File: src/hw/rtl/lsp_pkg.sv
// Package for the limit switch positioner: position, goal and direction codes,
// reset constants and the control state struct. Depends on nothing.
package lsp_pkg;

    // Operation codes of an input item.
    localparam logic OP_TICK = 1'b0;
    localparam logic OP_GOTO = 1'b1;

    // Decoded positions; also the codes of a goto target.
    localparam logic [2:0] POS_LEFT    = 3'd0;
    localparam logic [2:0] POS_MID     = 3'd1;
    localparam logic [2:0] POS_RIGHT   = 3'd2;
    localparam logic [2:0] POS_UNKNOWN = 3'd3;
    localparam logic [2:0] POS_ERROR   = 3'd4;

    // Goal codes.
    localparam logic [1:0] GOAL_LEFT  = 2'd0;
    localparam logic [1:0] GOAL_MID   = 2'd1;
    localparam logic [1:0] GOAL_RIGHT = 2'd2;
    localparam logic [1:0] GOAL_NONE  = 2'd3;

    // Motor states; bit 1 drives bridge input one, bit 0 bridge input two.
    localparam logic [1:0] DIR_COAST = 2'd0;
    localparam logic [1:0] DIR_LEFT  = 2'd1;
    localparam logic [1:0] DIR_RIGHT = 2'd2;
    localparam logic [1:0] DIR_BRAKE = 2'd3;

    // Field widths fixed by the item format.
    localparam int MST_BITS   = 23;
    localparam int LIMIT_BITS = 24;
    // Widest value ever loaded into the timer: three times the search timeout.
    localparam int LOAD_BITS  = 25;

    // Reset values and defaults.
    localparam int TIMER_BITS_DEF = 24;
    localparam int INIT_TICKS     = 200;
    localparam logic [MST_BITS-1:0] MST_RESET = 23'd2000;

    // Position, goal and motor state travelling between top level and step logic.
    typedef struct packed {
        logic [2:0] pos;
        logic [1:0] goal;
        logic [1:0] dir;
    } t_ctl;

endpackage

File: src/hw/rtl/lsp_step.sv
// Next-state logic of the positioner for one item (tick or goto).
// Depends on lsp_pkg.
module lsp_step #(
    parameter int TIMER_BITS = lsp_pkg::TIMER_BITS_DEF
) (
    input  logic                              i_op,
    input  logic                              i_left_switch,
    input  logic                              i_mid_switch,
    input  logic                              i_right_switch,
    input  logic [2:0]                        i_target,
    input  logic [lsp_pkg::LIMIT_BITS-1:0]    i_run_limit,
    input  logic [lsp_pkg::MST_BITS-1:0]      i_mst,
    input  lsp_pkg::t_ctl                     i_ctl,
    input  logic [TIMER_BITS-1:0]             i_run_count,
    input  logic                              i_run_active,
    output lsp_pkg::t_ctl                     o_ctl,
    output logic [TIMER_BITS-1:0]             o_run_count,
    output logic                              o_run_active
);

    localparam int LW = lsp_pkg::LOAD_BITS;
    localparam int MW = (TIMER_BITS > LW) ? TIMER_BITS : LW;

    // Saturate a load value to the largest count the timer holds.
    function automatic logic [TIMER_BITS-1:0] f_sat(input logic [LW-1:0] v);
        logic [MW-1:0] vx;
        logic [MW-1:0] top;
        vx  = MW'(v);
        top = MW'({TIMER_BITS{1'b1}});
        if (vx > top) begin
            f_sat = top[TIMER_BITS-1:0];
        end else begin
            f_sat = vx[TIMER_BITS-1:0];
        end
    endfunction

    logic [LW-1:0]  w_mst_load;
    logic [LW-1:0]  w_rev_load;
    logic [2:0]     w_decoded;

    // Search timeout and three times it for the reversal.
    assign w_mst_load = LW'(i_mst);
    assign w_rev_load = w_mst_load + (w_mst_load << 1);

    // Exactly one switch pressed (low) names the position.
    always_comb begin
        case ({i_left_switch, i_mid_switch, i_right_switch})
            3'b011:  w_decoded = lsp_pkg::POS_LEFT;
            3'b101:  w_decoded = lsp_pkg::POS_MID;
            3'b110:  w_decoded = lsp_pkg::POS_RIGHT;
            3'b111:  w_decoded = lsp_pkg::POS_UNKNOWN;
            default: w_decoded = lsp_pkg::POS_ERROR;
        endcase
    end

    // Tick: decode, count down, handle expiry and arrival. Goto: set goal and motor.
    always_comb begin
        o_ctl        = i_ctl;
        o_run_count  = i_run_count;
        o_run_active = i_run_active;
        if (i_op == lsp_pkg::OP_GOTO) begin
            if (!(i_ctl.pos == lsp_pkg::POS_ERROR || i_ctl.pos == i_target)) begin
                if (i_run_limit != '0) begin
                    o_run_count  = f_sat(LW'(i_run_limit));
                    o_run_active = 1'b1;
                end
                case (i_target)
                    lsp_pkg::POS_LEFT: begin
                        o_ctl.goal = lsp_pkg::GOAL_LEFT;
                        o_ctl.dir  = lsp_pkg::DIR_LEFT;
                    end
                    lsp_pkg::POS_RIGHT: begin
                        o_ctl.goal = lsp_pkg::GOAL_RIGHT;
                        o_ctl.dir  = lsp_pkg::DIR_RIGHT;
                    end
                    lsp_pkg::POS_MID: begin
                        o_ctl.goal = lsp_pkg::GOAL_MID;
                        case (i_ctl.pos)
                            lsp_pkg::POS_LEFT:  o_ctl.dir = lsp_pkg::DIR_RIGHT;
                            lsp_pkg::POS_RIGHT: o_ctl.dir = lsp_pkg::DIR_LEFT;
                            default: begin
                                // Unknown position: search leftward first.
                                o_ctl.dir    = lsp_pkg::DIR_LEFT;
                                o_run_count  = f_sat(w_mst_load);
                                o_run_active = 1'b1;
                            end
                        endcase
                    end
                    default: begin
                        o_ctl.goal   = lsp_pkg::GOAL_NONE;
                        o_ctl.dir    = lsp_pkg::DIR_COAST;
                        o_run_active = 1'b0;
                    end
                endcase
            end
        end else begin
            o_ctl.pos = w_decoded;
            if (i_run_active && i_run_count != '0) begin
                o_run_count = i_run_count - TIMER_BITS'(1);
            end
            if (i_run_active && o_run_count == '0) begin
                if (i_ctl.goal == lsp_pkg::GOAL_MID && i_ctl.dir == lsp_pkg::DIR_LEFT) begin
                    // Mid not found going left: reverse with a longer timeout.
                    o_ctl.dir    = lsp_pkg::DIR_RIGHT;
                    o_run_count  = f_sat(w_rev_load);
                    o_run_active = 1'b1;
                end else begin
                    o_ctl.goal   = lsp_pkg::GOAL_NONE;
                    o_ctl.dir    = lsp_pkg::DIR_COAST;
                    o_run_active = 1'b0;
                end
            end
            if (o_ctl.goal != lsp_pkg::GOAL_NONE && w_decoded == {1'b0, o_ctl.goal}) begin
                // Arrived: brake and stop the timer.
                o_ctl.goal   = lsp_pkg::GOAL_NONE;
                o_ctl.dir    = lsp_pkg::DIR_BRAKE;
                o_run_active = 1'b0;
            end
        end
    end

endmodule

File: src/hw/rtl/limit_switch_positioner_unit.sv
// Top level of the limit switch positioner: input register, state, result register.
// Depends on lsp_pkg and lsp_step.
//
// Positions an H-bridge motor between three active-low limit switches. Each item,
// a millisecond tick with switch levels or a goto command, gives exactly one result
// with the bridge levels, decoded position, goal and motor state after that item.
// An item is registered, passes the step logic and lands in the result register, so
// one item is taken every cycle unless the result side stalls; a stalled result
// holds up one further item in the input register before the input side stalls.
// The run timer is TIMER_BITS wide; every load saturates at its top. The user must
// write the search timeout register only while no item is in flight; the block does not check it.
module limit_switch_positioner_unit #(
    parameter int TIMER_BITS = lsp_pkg::TIMER_BITS_DEF
) (
    input  logic                            i_clk,
    input  logic                            i_rst_n,
    // Configuration
    input  logic                            i_cfg_we,
    input  logic [lsp_pkg::MST_BITS-1:0]    i_cfg_wdata,
    // Input items
    input  logic                            i_in_valid,
    output logic                            o_in_stall,
    input  logic                            i_operation,
    input  logic                            i_left_switch,
    input  logic                            i_mid_switch,
    input  logic                            i_right_switch,
    input  logic [2:0]                      i_target,
    input  logic [lsp_pkg::LIMIT_BITS-1:0]  i_run_limit,
    // Result items
    output logic                            o_out_valid,
    input  logic                            i_out_stall,
    output logic                            o_drive_a,
    output logic                            o_drive_b,
    output logic [2:0]                      o_position,
    output logic [1:0]                      o_goal,
    output logic [1:0]                      o_direction
);

    logic                            r_in_valid;
    logic                            r_in_op;
    logic                            r_in_left;
    logic                            r_in_mid;
    logic                            r_in_right;
    logic [2:0]                      r_in_target;
    logic [lsp_pkg::LIMIT_BITS-1:0]  r_in_limit;

    logic [lsp_pkg::MST_BITS-1:0]    r_mst;
    lsp_pkg::t_ctl                   r_ctl;
    logic [TIMER_BITS-1:0]           r_run_count;
    logic                            r_run_active;

    lsp_pkg::t_ctl                   n_ctl;
    logic [TIMER_BITS-1:0]           n_run_count;
    logic                            n_run_active;

    logic                            r_out_valid;
    lsp_pkg::t_ctl                   r_out_ctl;

    logic                            w_out_ready;
    logic                            w_fire;
    logic                            w_in_accept;

    // Handshake: the result register frees when empty or when taken.
    assign w_out_ready = !r_out_valid || !i_out_stall;
    assign w_fire      = r_in_valid && w_out_ready;
    assign o_in_stall  = r_in_valid && !w_out_ready;
    assign w_in_accept = i_in_valid && !o_in_stall;

    // Configuration register.
    always_ff @(posedge i_clk) begin
        if (!i_rst_n) begin
            r_mst <= lsp_pkg::MST_RESET;
        end else if (i_cfg_we) begin
            r_mst <= i_cfg_wdata;
        end
    end

    // Input register.
    always_ff @(posedge i_clk) begin
        if (!i_rst_n) begin
            r_in_valid <= 1'b0;
        end else if (w_in_accept) begin
            r_in_valid <= 1'b1;
        end else if (w_fire) begin
            r_in_valid <= 1'b0;
        end
    end

    always_ff @(posedge i_clk) begin
        if (w_in_accept) begin
            r_in_op     <= i_operation;
            r_in_left   <= i_left_switch;
            r_in_mid    <= i_mid_switch;
            r_in_right  <= i_right_switch;
            r_in_target <= i_target;
            r_in_limit  <= i_run_limit;
        end
    end

    // Step logic for the item in the input register.
    lsp_step #(
        .TIMER_BITS (TIMER_BITS)
    ) u_step (
        .i_op           (r_in_op),
        .i_left_switch  (r_in_left),
        .i_mid_switch   (r_in_mid),
        .i_right_switch (r_in_right),
        .i_target       (r_in_target),
        .i_run_limit    (r_in_limit),
        .i_mst          (r_mst),
        .i_ctl          (r_ctl),
        .i_run_count    (r_run_count),
        .i_run_active   (r_run_active),
        .o_ctl          (n_ctl),
        .o_run_count    (n_run_count),
        .o_run_active   (n_run_active)
    );

    // Positioner state advances once per item.
    always_ff @(posedge i_clk) begin
        if (!i_rst_n) begin
            r_ctl.pos    <= lsp_pkg::POS_UNKNOWN;
            r_ctl.goal   <= lsp_pkg::GOAL_NONE;
            r_ctl.dir    <= lsp_pkg::DIR_COAST;
            r_run_count  <= TIMER_BITS'(lsp_pkg::INIT_TICKS);
            r_run_active <= 1'b1;
        end else if (w_fire) begin
            r_ctl        <= n_ctl;
            r_run_count  <= n_run_count;
            r_run_active <= n_run_active;
        end
    end

    // Result register.
    always_ff @(posedge i_clk) begin
        if (!i_rst_n) begin
            r_out_valid <= 1'b0;
        end else if (w_fire) begin
            r_out_valid <= 1'b1;
        end else if (!i_out_stall) begin
            r_out_valid <= 1'b0;
        end
    end

    always_ff @(posedge i_clk) begin
        if (w_fire) begin
            r_out_ctl <= n_ctl;
        end
    end

    // The bridge levels follow the motor state bit for bit.
    assign o_out_valid = r_out_valid;
    assign o_drive_a   = r_out_ctl.dir[1];
    assign o_drive_b   = r_out_ctl.dir[0];
    assign o_position  = r_out_ctl.pos;
    assign o_goal      = r_out_ctl.goal;
    assign o_direction = r_out_ctl.dir;

    // A braking motor has reached its goal, so no goal remains.
    a_brake_no_goal: assert property (@(posedge i_clk) disable iff (!i_rst_n)
        r_ctl.dir == lsp_pkg::DIR_BRAKE |-> r_ctl.goal == lsp_pkg::GOAL_NONE)
        else $error("brake with a goal still set");

    // While a goal is pending the motor runs left or right.
    a_goal_runs: assert property (@(posedge i_clk) disable iff (!i_rst_n)
        r_ctl.goal != lsp_pkg::GOAL_NONE |->
            (r_ctl.dir == lsp_pkg::DIR_LEFT || r_ctl.dir == lsp_pkg::DIR_RIGHT))
        else $error("goal pending without the motor running");

    // A held item is not dropped while the result side is blocked.
    a_hold_item: assert property (@(posedge i_clk) disable iff (!i_rst_n)
        (r_in_valid && !w_out_ready) |=> r_in_valid)
        else $error("input item lost under stall");

    // A result leaves only when it was taken.
    a_result_taken: assert property (@(posedge i_clk) disable iff (!i_rst_n)
        (r_out_valid && i_out_stall) |=> r_out_valid)
        else $error("stalled result dropped");

endmodule

File: config.mk
export PLATFORM = sky130hd
export DESIGN_NAME = limit_switch_positioner_unit
export DESIGN_NICKNAME = d
export VERILOG_FILES = /design/src/hw/rtl/lsp_pkg.sv /design/src/hw/rtl/lsp_step.sv /design/src/hw/rtl/limit_switch_positioner_unit.sv
export SDC_FILE = /design/constraint.sdc
export NUM_CORES = 1
export LEC_CHECK = 0
export BUFFER_PORTS_ARGS = -buffer_cell sky130_fd_sc_hd__buf_2
export CORE_MARGIN = 4
export CORE_UTILIZATION = 58
export DETAILED_ROUTE_END_ITERATION = 10
export HOLD_SLACK_MARGIN = 0.08
export PLACE_DENSITY = 0.79
export SKIP_LAST_GASP = 1
export SYNTH_ARGS = -nofsm -noshare
export SYNTH_HDL_FRONTEND = slang
export SYNTH_SLANG_ARGS = --single-unit
File: constraint.sdc
create_clock -name i_clk -period 7.55 [get_ports i_clk]
set_clock_uncertainty 0.2 [all_clocks]
set_input_delay 1.51 -clock i_clk [delete_from_list [all_inputs] [get_ports i_clk]]
set_output_delay 1.51 -clock i_clk [all_outputs]
set_load 0.02 [all_outputs]
# == Word-level counts from Yosys, hierarchy flattened ==
# Index checks and enable logic that the tools add are counted.
# op_classes
add_sub_neg,2
magnitude_cmp,2
n_eq_ne,15
mux,34
reduce_logical,24
# ops
operator,count
$mux W24,11
$reduce_bool A24 Y1,2
$add A23 B24 Y25,1
$gt A25 B24 Y1 const B,1
$gt A23 B24 Y1 const B,1
$logic_not A24 Y1,1
$sub A24 B1 Y24 const B,1
$mux W4,5
$eq A3 B3 Y1 const B,4
$pmux W3 S4,1
$pmux W4 S3,1
$mux W1,11
$eq A3 B2 Y1 const B,3
$logic_and A1 B1 Y1,7
$logic_not A3 Y1,2
$mux W2,3
$eq A2 B1 Y1 const B,2
$logic_not A1 Y1,4
$ne A2 B2 Y1 const B,2
$reduce_or A2 Y1,2
$eq A3 B1 Y1 const B,1
$eq A3 B2 Y1,1
$eq A3 B3 Y1,1
$mux W3,1
other kinds (7),8
# word_totals
regBits,95
wordCells,94

# == Depth between registers and ports, before layout ==
# Gate-level depths: netlist of run 1.
# depth
depth_word,12
depth_mapped,14
mapped_depth_nobuf,12

# == By module ==
# From an unflattened synthesis of run 1, not the netlist that was laid out.
# hier_totals
cells_unflattened,787
area_unflattened_um2,6744.0
# modules_own_cells
module,n_inst,cells_each,area_each_um2
limit_switch_positioner_unit,1,262,3450.8
lsp_step,1,525,3293.2

# == Worst setup path before layout of run 1 ==
# Ideal clock, no wire load.
# synth_path
path_type,reg-to-reg
from,reg r_run_count[0]
to,reg r_run_count[6]
arrival_time_ns,3.612
slack_ns,3.597
stages_incl_launch_ff,13
path_buffers,1
cell_sequence,dfxtp_1 inv_1 ha_1 or4bb_1 or4_1 a211oi_1 xor2_1 nor4b_1 or4b_4 or3b_4 buf_6 o221ai_1 nand4_1
# synth_via
elab_chain_len,8
elab_cells_between_ends,10
cone_classes,1 x add/sub; 5 x mux; 4 x reduce/logical
# synth_lines
element,line_no,rtl
from (decl),limit_switch_positioner_unit.sv:49,logic [TIMER_BITS-1:0] r_run_count;
from (signal assigned),limit_switch_positioner_unit.sv:125,r_run_count <= TIMER_BITS'(lsp_pkg::INIT_TICKS);
from (signal assigned),limit_switch_positioner_unit.sv:129,r_run_count <= n_run_count;
"parallel branches: the longest is 2 deep, another holds $sub A24 B1 Y24",--,
$mux W24 *,lsp_step.sv:98,if (i_run_active && i_run_count != '0) begin
$mux W24 *,lsp_step.sv:61,if (i_op == lsp_pkg::OP_GOTO) begin
$logic_not A24 Y1,lsp_step.sv:101,if (i_run_active && o_run_count == '0) begin
$logic_and A1 B1 Y1,lsp_step.sv:101,
$mux W24 *,lsp_step.sv:101,
$mux W24 *,lsp_step.sv:61,
# Mark *: on every way between the ends. The select of a mux whose other input is x is not followed.
# A chain may end at the register's enable or synchronous reset.

# == Worst setup path after layout of run 1 ==
# layout_path
from,reg r_run_count[0]
to,reg r_run_count[17]
# Same word-level chain as after synthesis.

==> results of run 1 <==
## cells by family after synthesis
logic type,after synthesis
xor gates and xnor gates,37
DFF,95
and+or+nand+nor,239
adders and majority gates,28
AOI/OAI and AO/OA,233
buffers and inverters,73
muxes,26
## power by group through the flow
stage          Clock, uW  Combinational, uW  Sequential, uW
2_1_floorplan          0                203             601
3_3_place_gp           0                259             622
3_5_place_dp           0                267             623
4_1_cts              367                269             611
5_1_grt              393                301             617
6_report             365                273             613
## registers in the layout, summed over array words and instances (netlist names), 2 cells and up
register,cells
r_run_count,24
o_goal,2
r_in_limit,24
o_position,3
o_direction,2
r_ctl,7
r_mst,23
r_in_target,3
## stage by stage
stage,utilization,setup slack (ns),power [uW],instances,hold slack (ns)
detailed placement,0.638,2.75,890,891,0.284
floorplan,-,3.60,804,731,0.251
finish,0.658,2.61,1250,907,0.304
CTS,0.658,2.73,1250,907,0.307
global route,0.658,2.31,1310,907,0.350
global placement,0.638,2.92,881,891,0.267
## worst min-delay path, cell delays in order (launching register included)
cell     delay (ns)
dfxtp_1        0.36
a21oi_1        0.05
nor2_1         0.07
## Yosys cell counts (3+ instances only)
library cell   n  area share
o22ai_1        4      0.0039
nand4_1       13       0.013
nand3_1       14       0.011
clkbuf_1      37       0.022
buf_1          3      0.0018
xor2_1        13       0.018
ha_1          27       0.053
o221ai_1      10       0.014
or4_1          9       0.011
o21bai_1       3      0.0035
o2111ai_1      4      0.0055
o21a_1         6      0.0071
a21oi_1       51       0.040
nor2b_1        6      0.0059
edfxtp_1      38        0.18
buf_2          5      0.0039
buf_6          4      0.0071
nor4_1        14       0.014
nor3_1        20       0.016
or2_2          3      0.0030
a31oi_1       15       0.015
and4_1         4      0.0055
a21o_1         8      0.0094
a211o_1       15       0.021
nand2b_1       7      0.0069
nor3b_1        4      0.0047
mux2i_1       26       0.041
a22oi_1        3      0.0035
o31ai_1        3      0.0035
nor2_1        67       0.040
dfxtp_1       57        0.18
o21ai_0       47       0.037
a211oi_1       5      0.0059
or3_1          6      0.0059
xnor2_1       24       0.033
a21boi_0       3      0.0035
nand2_1       50       0.030
inv_1         20       0.012
o211ai_1      23       0.027
o21ai_1        9      0.0071
## layer usage
metal  share of wire  routed length [um]  global-route usage
met1            0.40                7960               0.389
met2            0.49                9610               0.527
met3           0.062                1230              0.0406
met4           0.050                 982               0.183
met5               0                   0                   0
## final cells by class
| class | instances | area, um2 | area share |
|---|---|---|---|
| clock buffers | 14 | 173 | 0.0250 |
| clock inverters | 2 | 36.3 | 0.00525 |
| inverters | 21 | 78.8 | 0.0114 |
| multi-input cells | 563 | 3770 | 0.546 |
| flip-flops and latches | 95 | 2280 | 0.330 |
| well taps | 136 | 170 | 0.0246 |
| repair buffers | 76 | 398 | 0.0576 |
## worst max-delay path by stage
stage / start / to / cells after the start
final: r_run_count[0]$_SDFFE_PN0P_ / r_run_count[17]$_SDFFE_PN0P_ / 11
after global routing: r_run_count[0]$_SDFFE_PN0P_ / r_run_count[17]$_SDFFE_PN0P_ / 11
after CTS: r_run_count[0]$_SDFFE_PN0P_ / r_run_count[17]$_SDFFE_PN0P_ / 11
after detailed placement: r_run_count[0]$_SDFFE_PN0P_ / r_run_count[17]$_SDFFE_PN0P_ / 11
after global placement: r_run_count[0]$_SDFFE_PN0P_ / r_run_count[17]$_SDFFE_PN0P_ / 11
after floorplan: r_run_count[0]$_SDFFE_PN0P_ / r_run_count[6]$_SDFFE_PN1P_ / 12
==> flow_summary.toml, run 1 <==
[run_status]
status = "completed"

[floorplanning]
start_util = 0.605
dieArea_um2 = 12700
row_count = 37
pin_count = 70
core-area_um2 = 10500
die_h_um = 113
fp.dieW_um = 113

[routing]
num_vias = 6152
vias_per_cell = 6.78
drtPass1Iterations = 6
ant_nets = 0
wl_per_cell_um = 21.8
drt_iter0_drc = 619
drc = 0
postRouteWirelength_um = 19800

[worst_setup_path]
crit_fanout = 15
critical_path_required_ns = 7.62
path_cells = "inv_1, ha_1, nor3b_1, and4_1, a21boi_1, a22oi_1, or4b_1, or2_2, nor3_2, o31ai_1, o41ai_1"
r2r_start = "r_run_count[0]$_SDFFE_PN0P_"
r2r_cells = 11
path_class = "register to register"
rrSetupSlack_ns = 2.61
endpoint_kind = "register"
crit_buf_inv = 1
cp.arrival_ns = 5.01
worstSetupStartpointType = "register"
crit_slowest_cell = "nor3_2"
critPathMaxStageDelay_ns = 1.01
critical-path-top-delay-family = "simple AND/OR/NAND/NOR gates"
rr_endpoint = "r_run_count[17]$_SDFFE_PN0P_"

[timing]
fmax_mhz = 203
setup_violations = 0
finalCriticalPeriod_ns = 4.94
slew_viol_final = 0
hold_viol = 0
tns_ns = 0
rsz0062_at_grt = "false"
worstMarginPinSlew_ns = 1.25
slew_headroom = 0.163
period_share = 0.654

[global_route]
grt_pass1_vias = 6219
grt.overflow.total = 0
grt_pass1_wl_um = 32000
gr-usage-all-layers = 0.315
antenna_found_initial = 0
grt_max_degree = 46

[logic_synthesis]
synth.cell_area_um2 = 6360
synth_area_per_cell_um2 = 8.70
async_flop_share = 0
synth-edff-count = 38
synth-main-ff-cell = "dfxtp_1"
synthAdderAreaFrac = 0.0563
synthDistinctLibCells = 78
yosys_warnings = 0
synth_compound_area_frac = 0.242
synth-simple-area-share = 0.200
synth-seq-cells = 95
synth_xor_area_frac = 0.0510
synth_top_family_by_area = "compound AO/OA/AOI/OAI gates"
yosys-mux-area-fraction = 0.0409
synth_cells = 731
syn-num-nets = 818
seq_area_frac_synth = 0.359

[placement]
place_area_um2 = 6700
gp_congestion = 0.985
dp_hpwl_um = 14400
port-buffer-count = 69

[clock_network]
clk_latency_ns = 0.38
cts_tree = "done"
path_clk_slew_ns = 0.10
clock_path_buffers = 2
cts_num_sinks = 95
postCtsSetupBuffers = 0
htree_levels = 3
cts_made_buffers = 9
postCtsHoldBufs = 0
root_buffer = "clkbuf_8"
cts.repair.resized = 0

[finish]
final_common_cell = "buf_2"
n_fill_cell = 859
antennaDiodeCount = 0
fin_area_um2 = 6910
layout_common_cells = "buf_2 (69), nor2_1 (66), dfxtp_1 (57), a21oi_1 (51), nand2_1 (50)"
drive_gt1_frac = 0.141
final_nets = 853
area_delta_synth_final_pct = 8.70

[flow_run]
maxCapViolCount = 0

[pwr]
p_leak_uw = 0.00274
powerDensity_nw_per_um2 = 181
clkPwrFrac = 0.292
cell_internal_pwr_uw = 856
p_switching_uw = 395
p_seq_frac = 0.490
power_frac_comb = 0.218
irDropWorstVdd_mv = 0.137
switching_share = 0.316

[hold_path]
min_path_type = "register to register"
holdPathStages = 2
hold_end = "o_out_valid$_SDFFE_PN0P_"
min_from = "r_in_valid$_SDFFE_PN0P_"
Note: power is estimated with default switching activity, not from simulation.
==> run 2, diff against run 1 <==
--- a/config.mk
+++ b/config.mk
@@ -5,6 +5,7 @@
 export SDC_FILE = /design/constraint.sdc
 export NUM_CORES = 1
 export LEC_CHECK = 0
+export ABC_AREA = 1
 export BUFFER_PORTS_ARGS = -buffer_cell sky130_fd_sc_hd__buf_2
 export CORE_MARGIN = 4
 export CORE_UTILIZATION = 58
==> constraint.sdc (replaced) <==
create_clock -name i_clk -period 4.6 [get_ports i_clk]
set_clock_uncertainty 0.2 [all_clocks]
set_input_delay 0.92 -clock i_clk [delete_from_list [all_inputs] [get_ports i_clk]]
set_output_delay 0.92 -clock i_clk [all_outputs]
set_load 0.02 [all_outputs]
==> flow_summary.toml, run 2 <==
[global_route]
grt.overflow.total = 0
grt_max_degree = 47
antenna_found_initial = 0
grt_pass1_vias = 6248
gr-usage-all-layers = 0.296
grt_pass1_wl_um = 31600

[logic_synthesis]
syn-num-nets = 1127
yosysMostFrequentCell = "nand2_1"
synth_common_cells = "nand2_1 (247), inv_1 (127), a21oi_1 (122), nor2_1 (116), o21ai_0 (75)"
synth_cells = 1040
synth.cell_area_um2 = 6910
seq_area_frac_synth = 0.330
synthDistinctLibCells = 41
synthTopCellsByArea = "dfxtp_1 (17%), edfxtp_1 (17%), nand2_1 (13%), a21oi_1 (8.8%), inv_1 (6.9%)"
synth_top_area_share = 0.165
async_flop_share = 0
synth_area_per_cell_um2 = 6.64
synth-main-ff-cell = "dfxtp_1"
synth-seq-cells = 95
synth_top_cell_by_area = "dfxtp_1"
yosys_warnings = 0
synth-edff-count = 38

[routing]
topRoutingLayerUsed = "met4"
vias_per_cell = 5.66
num_vias = 6995
drtPass1Iterations = 6
ant_nets = 0
wl_met3_um = 2170
drc = 0
drt_iter0_drc = 880
wl_per_cell_um = 15.7
postRouteWirelength_um = 19400
wl_met2_um = 8200
wl_met1_um = 8580

[clock_network]
cts_made_buffers = 9
clock_path_buffers = 2
cts_num_sinks = 95
postCtsSetupBuffers = 0
htree_levels = 3
root_buffer = "clkbuf_16"
cts.repair.resized = 0
postCtsHoldBufs = 0
clk_latency_ns = 0.36
path_clk_slew_ns = 0.07
cts_tree = "done"

[hold_path]
min_path_type = "register to register"
min_from = "r_ctl[2]$_SDFFE_PN1P_"

[floorplanning]
row_count = 39
core-area_um2 = 11500
die_h_um = 117
pin_count = 70
dieArea_um2 = 13700
fp.dieW_um = 117
start_util = 0.600

[worst_setup_path]
endpoint_kind = "register"
crit_start = "r_mst[0]$_SDFFE_PN0P_"
crit_fanout = 16
critical_path_required_ns = 4.65
path_class = "register to register"
cp.arrival_ns = 3.85
worstSetupStartpointType = "register"
r2r_start = "r_mst[0]$_SDFFE_PN0P_"

[timing]
fmax_mhz = 263
hold_viol = 0
rsz0062_at_grt = "false"
slew_viol_final = 0
worstMarginPinSlew_ns = 1.10
setup_violations = 0
hold_ws_ns = 0.294
slew_headroom = 0.266
period_share = 0.825
finalCriticalPeriod_ns = 3.80
setup_ws_ns = 0.804
tns_ns = 0

[placement]
pre_cts_ws_ns = 0.891
placed_cells = 1219
gp_congestion = 0.999
port-buffer-count = 69
dp_hpwl_um = 14500

[finish]
drive_gt1_frac = 0.103
n_fill_cell = 1056
layout_common_cells = "nand2_1 (247), inv_1 (127), a21oi_1 (122), nor2_1 (116), o21ai_0 (75)"
multi_input_area_um2 = 3940
antennaDiodeCount = 0
area_delta_synth_final_pct = 9.76
reg_top3 = "r_in_limit (24), r_run_count (24), r_mst (23)"
seqCellArea_um2 = 2280
final_nets = 1174
final_common_cell = "nand2_1"
final-instance-count-excl-fill = 1235

[flow_run]
maxCapViolCount = 0

[pwr]
p_switching_uw = 791
powerDensity_nw_per_um2 = 311
power.total_uw = 2350
p_seq_frac = 0.426
switching_share = 0.336
power_frac_comb = 0.251
clkPwrFrac = 0.323
irDropWorstVdd_mv = 0.292
p_leak_uw = 0.00356
cell_internal_pwr_uw = 1560

[run_status]
status = "completed"
==> run 2: metrics by stage <==
stage	utilization	area, um2
floorplan	-	6910
global route	0.658	7580
global placement	0.633	7290
finish	0.658	7580
detailed placement	0.633	7290
CTS	0.658	7580
==> run 2: kinds of logic after synthesis <==
family,Yosys count,share of synthesized area
buffers and inverters,171,0.0996
AND/OR/NAND/NOR,456,0.276
XOR/XNOR,27,0.0342
AO/OA/AOI/OAI,263,0.208
flip-flops,95,0.330
adder cells (fa/ha/maj),28,0.0518
==> run 2: worst paths after layout <==
kind,slack (ns),to,cells past startpoint
min,0.29,r_ctl[2]$_SDFFE_PN1P_,2
max,0.80,r_run_count[6]$_SDFFE_PN1P_,20
min reg2reg,0.29,r_ctl[2]$_SDFFE_PN1P_,2
max reg2reg,0.80,r_run_count[6]$_SDFFE_PN1P_,20
==> run 2: area by class of cell <==
cell class | count | area share
Clock inverter | 7 | 0.00908
Timing Repair Buffer | 76 | 0.0525
Inverter | 131 | 0.0649
Tap cell | 143 | 0.0236
Multi-Input combinational cell | 774 | 0.519
Sequential cell | 95 | 0.301
Clock buffer | 9 | 0.0297
==> run 2: worst max-delay path, cell delays in order, from the launching register on <==
cell	delay [ns]
dfxtp_1	0.39
ha_1	0.18
inv_1	0.05
fa_1	0.40
inv_1	0.07
nand3_1	0.06
nand2_1	0.10
a21oi_1	0.11
o21ai_0	0.33
a21oi_1	0.18
o21ai_0	0.25
xor2_1	0.23
nor2_1	0.08
nand3_1	0.10
nor2_1	0.06
nor2_2	0.46
nand2_1	0.16
nand2_1	0.10
nand2_1	0.06
nand2_1	0.07
nand2_1	0.05
==> run 2: power groups by stage <==
stage	logic [uW]	clock network, uW	registers, uW
after floorplan	431	0	1000
after global placement	573	0	1020
after detailed placement	575	0	1020
after CTS	580	775	998
after global routing	669	803	1010
final	591	762	1000
==> run 2: per-layer routing <==
layer,GRT usage,up-vias
met4,0.0933,0
met3,0.0653,31
met5,0,-
li1,-,3533
met2,0.433,346
met1,0.436,3085
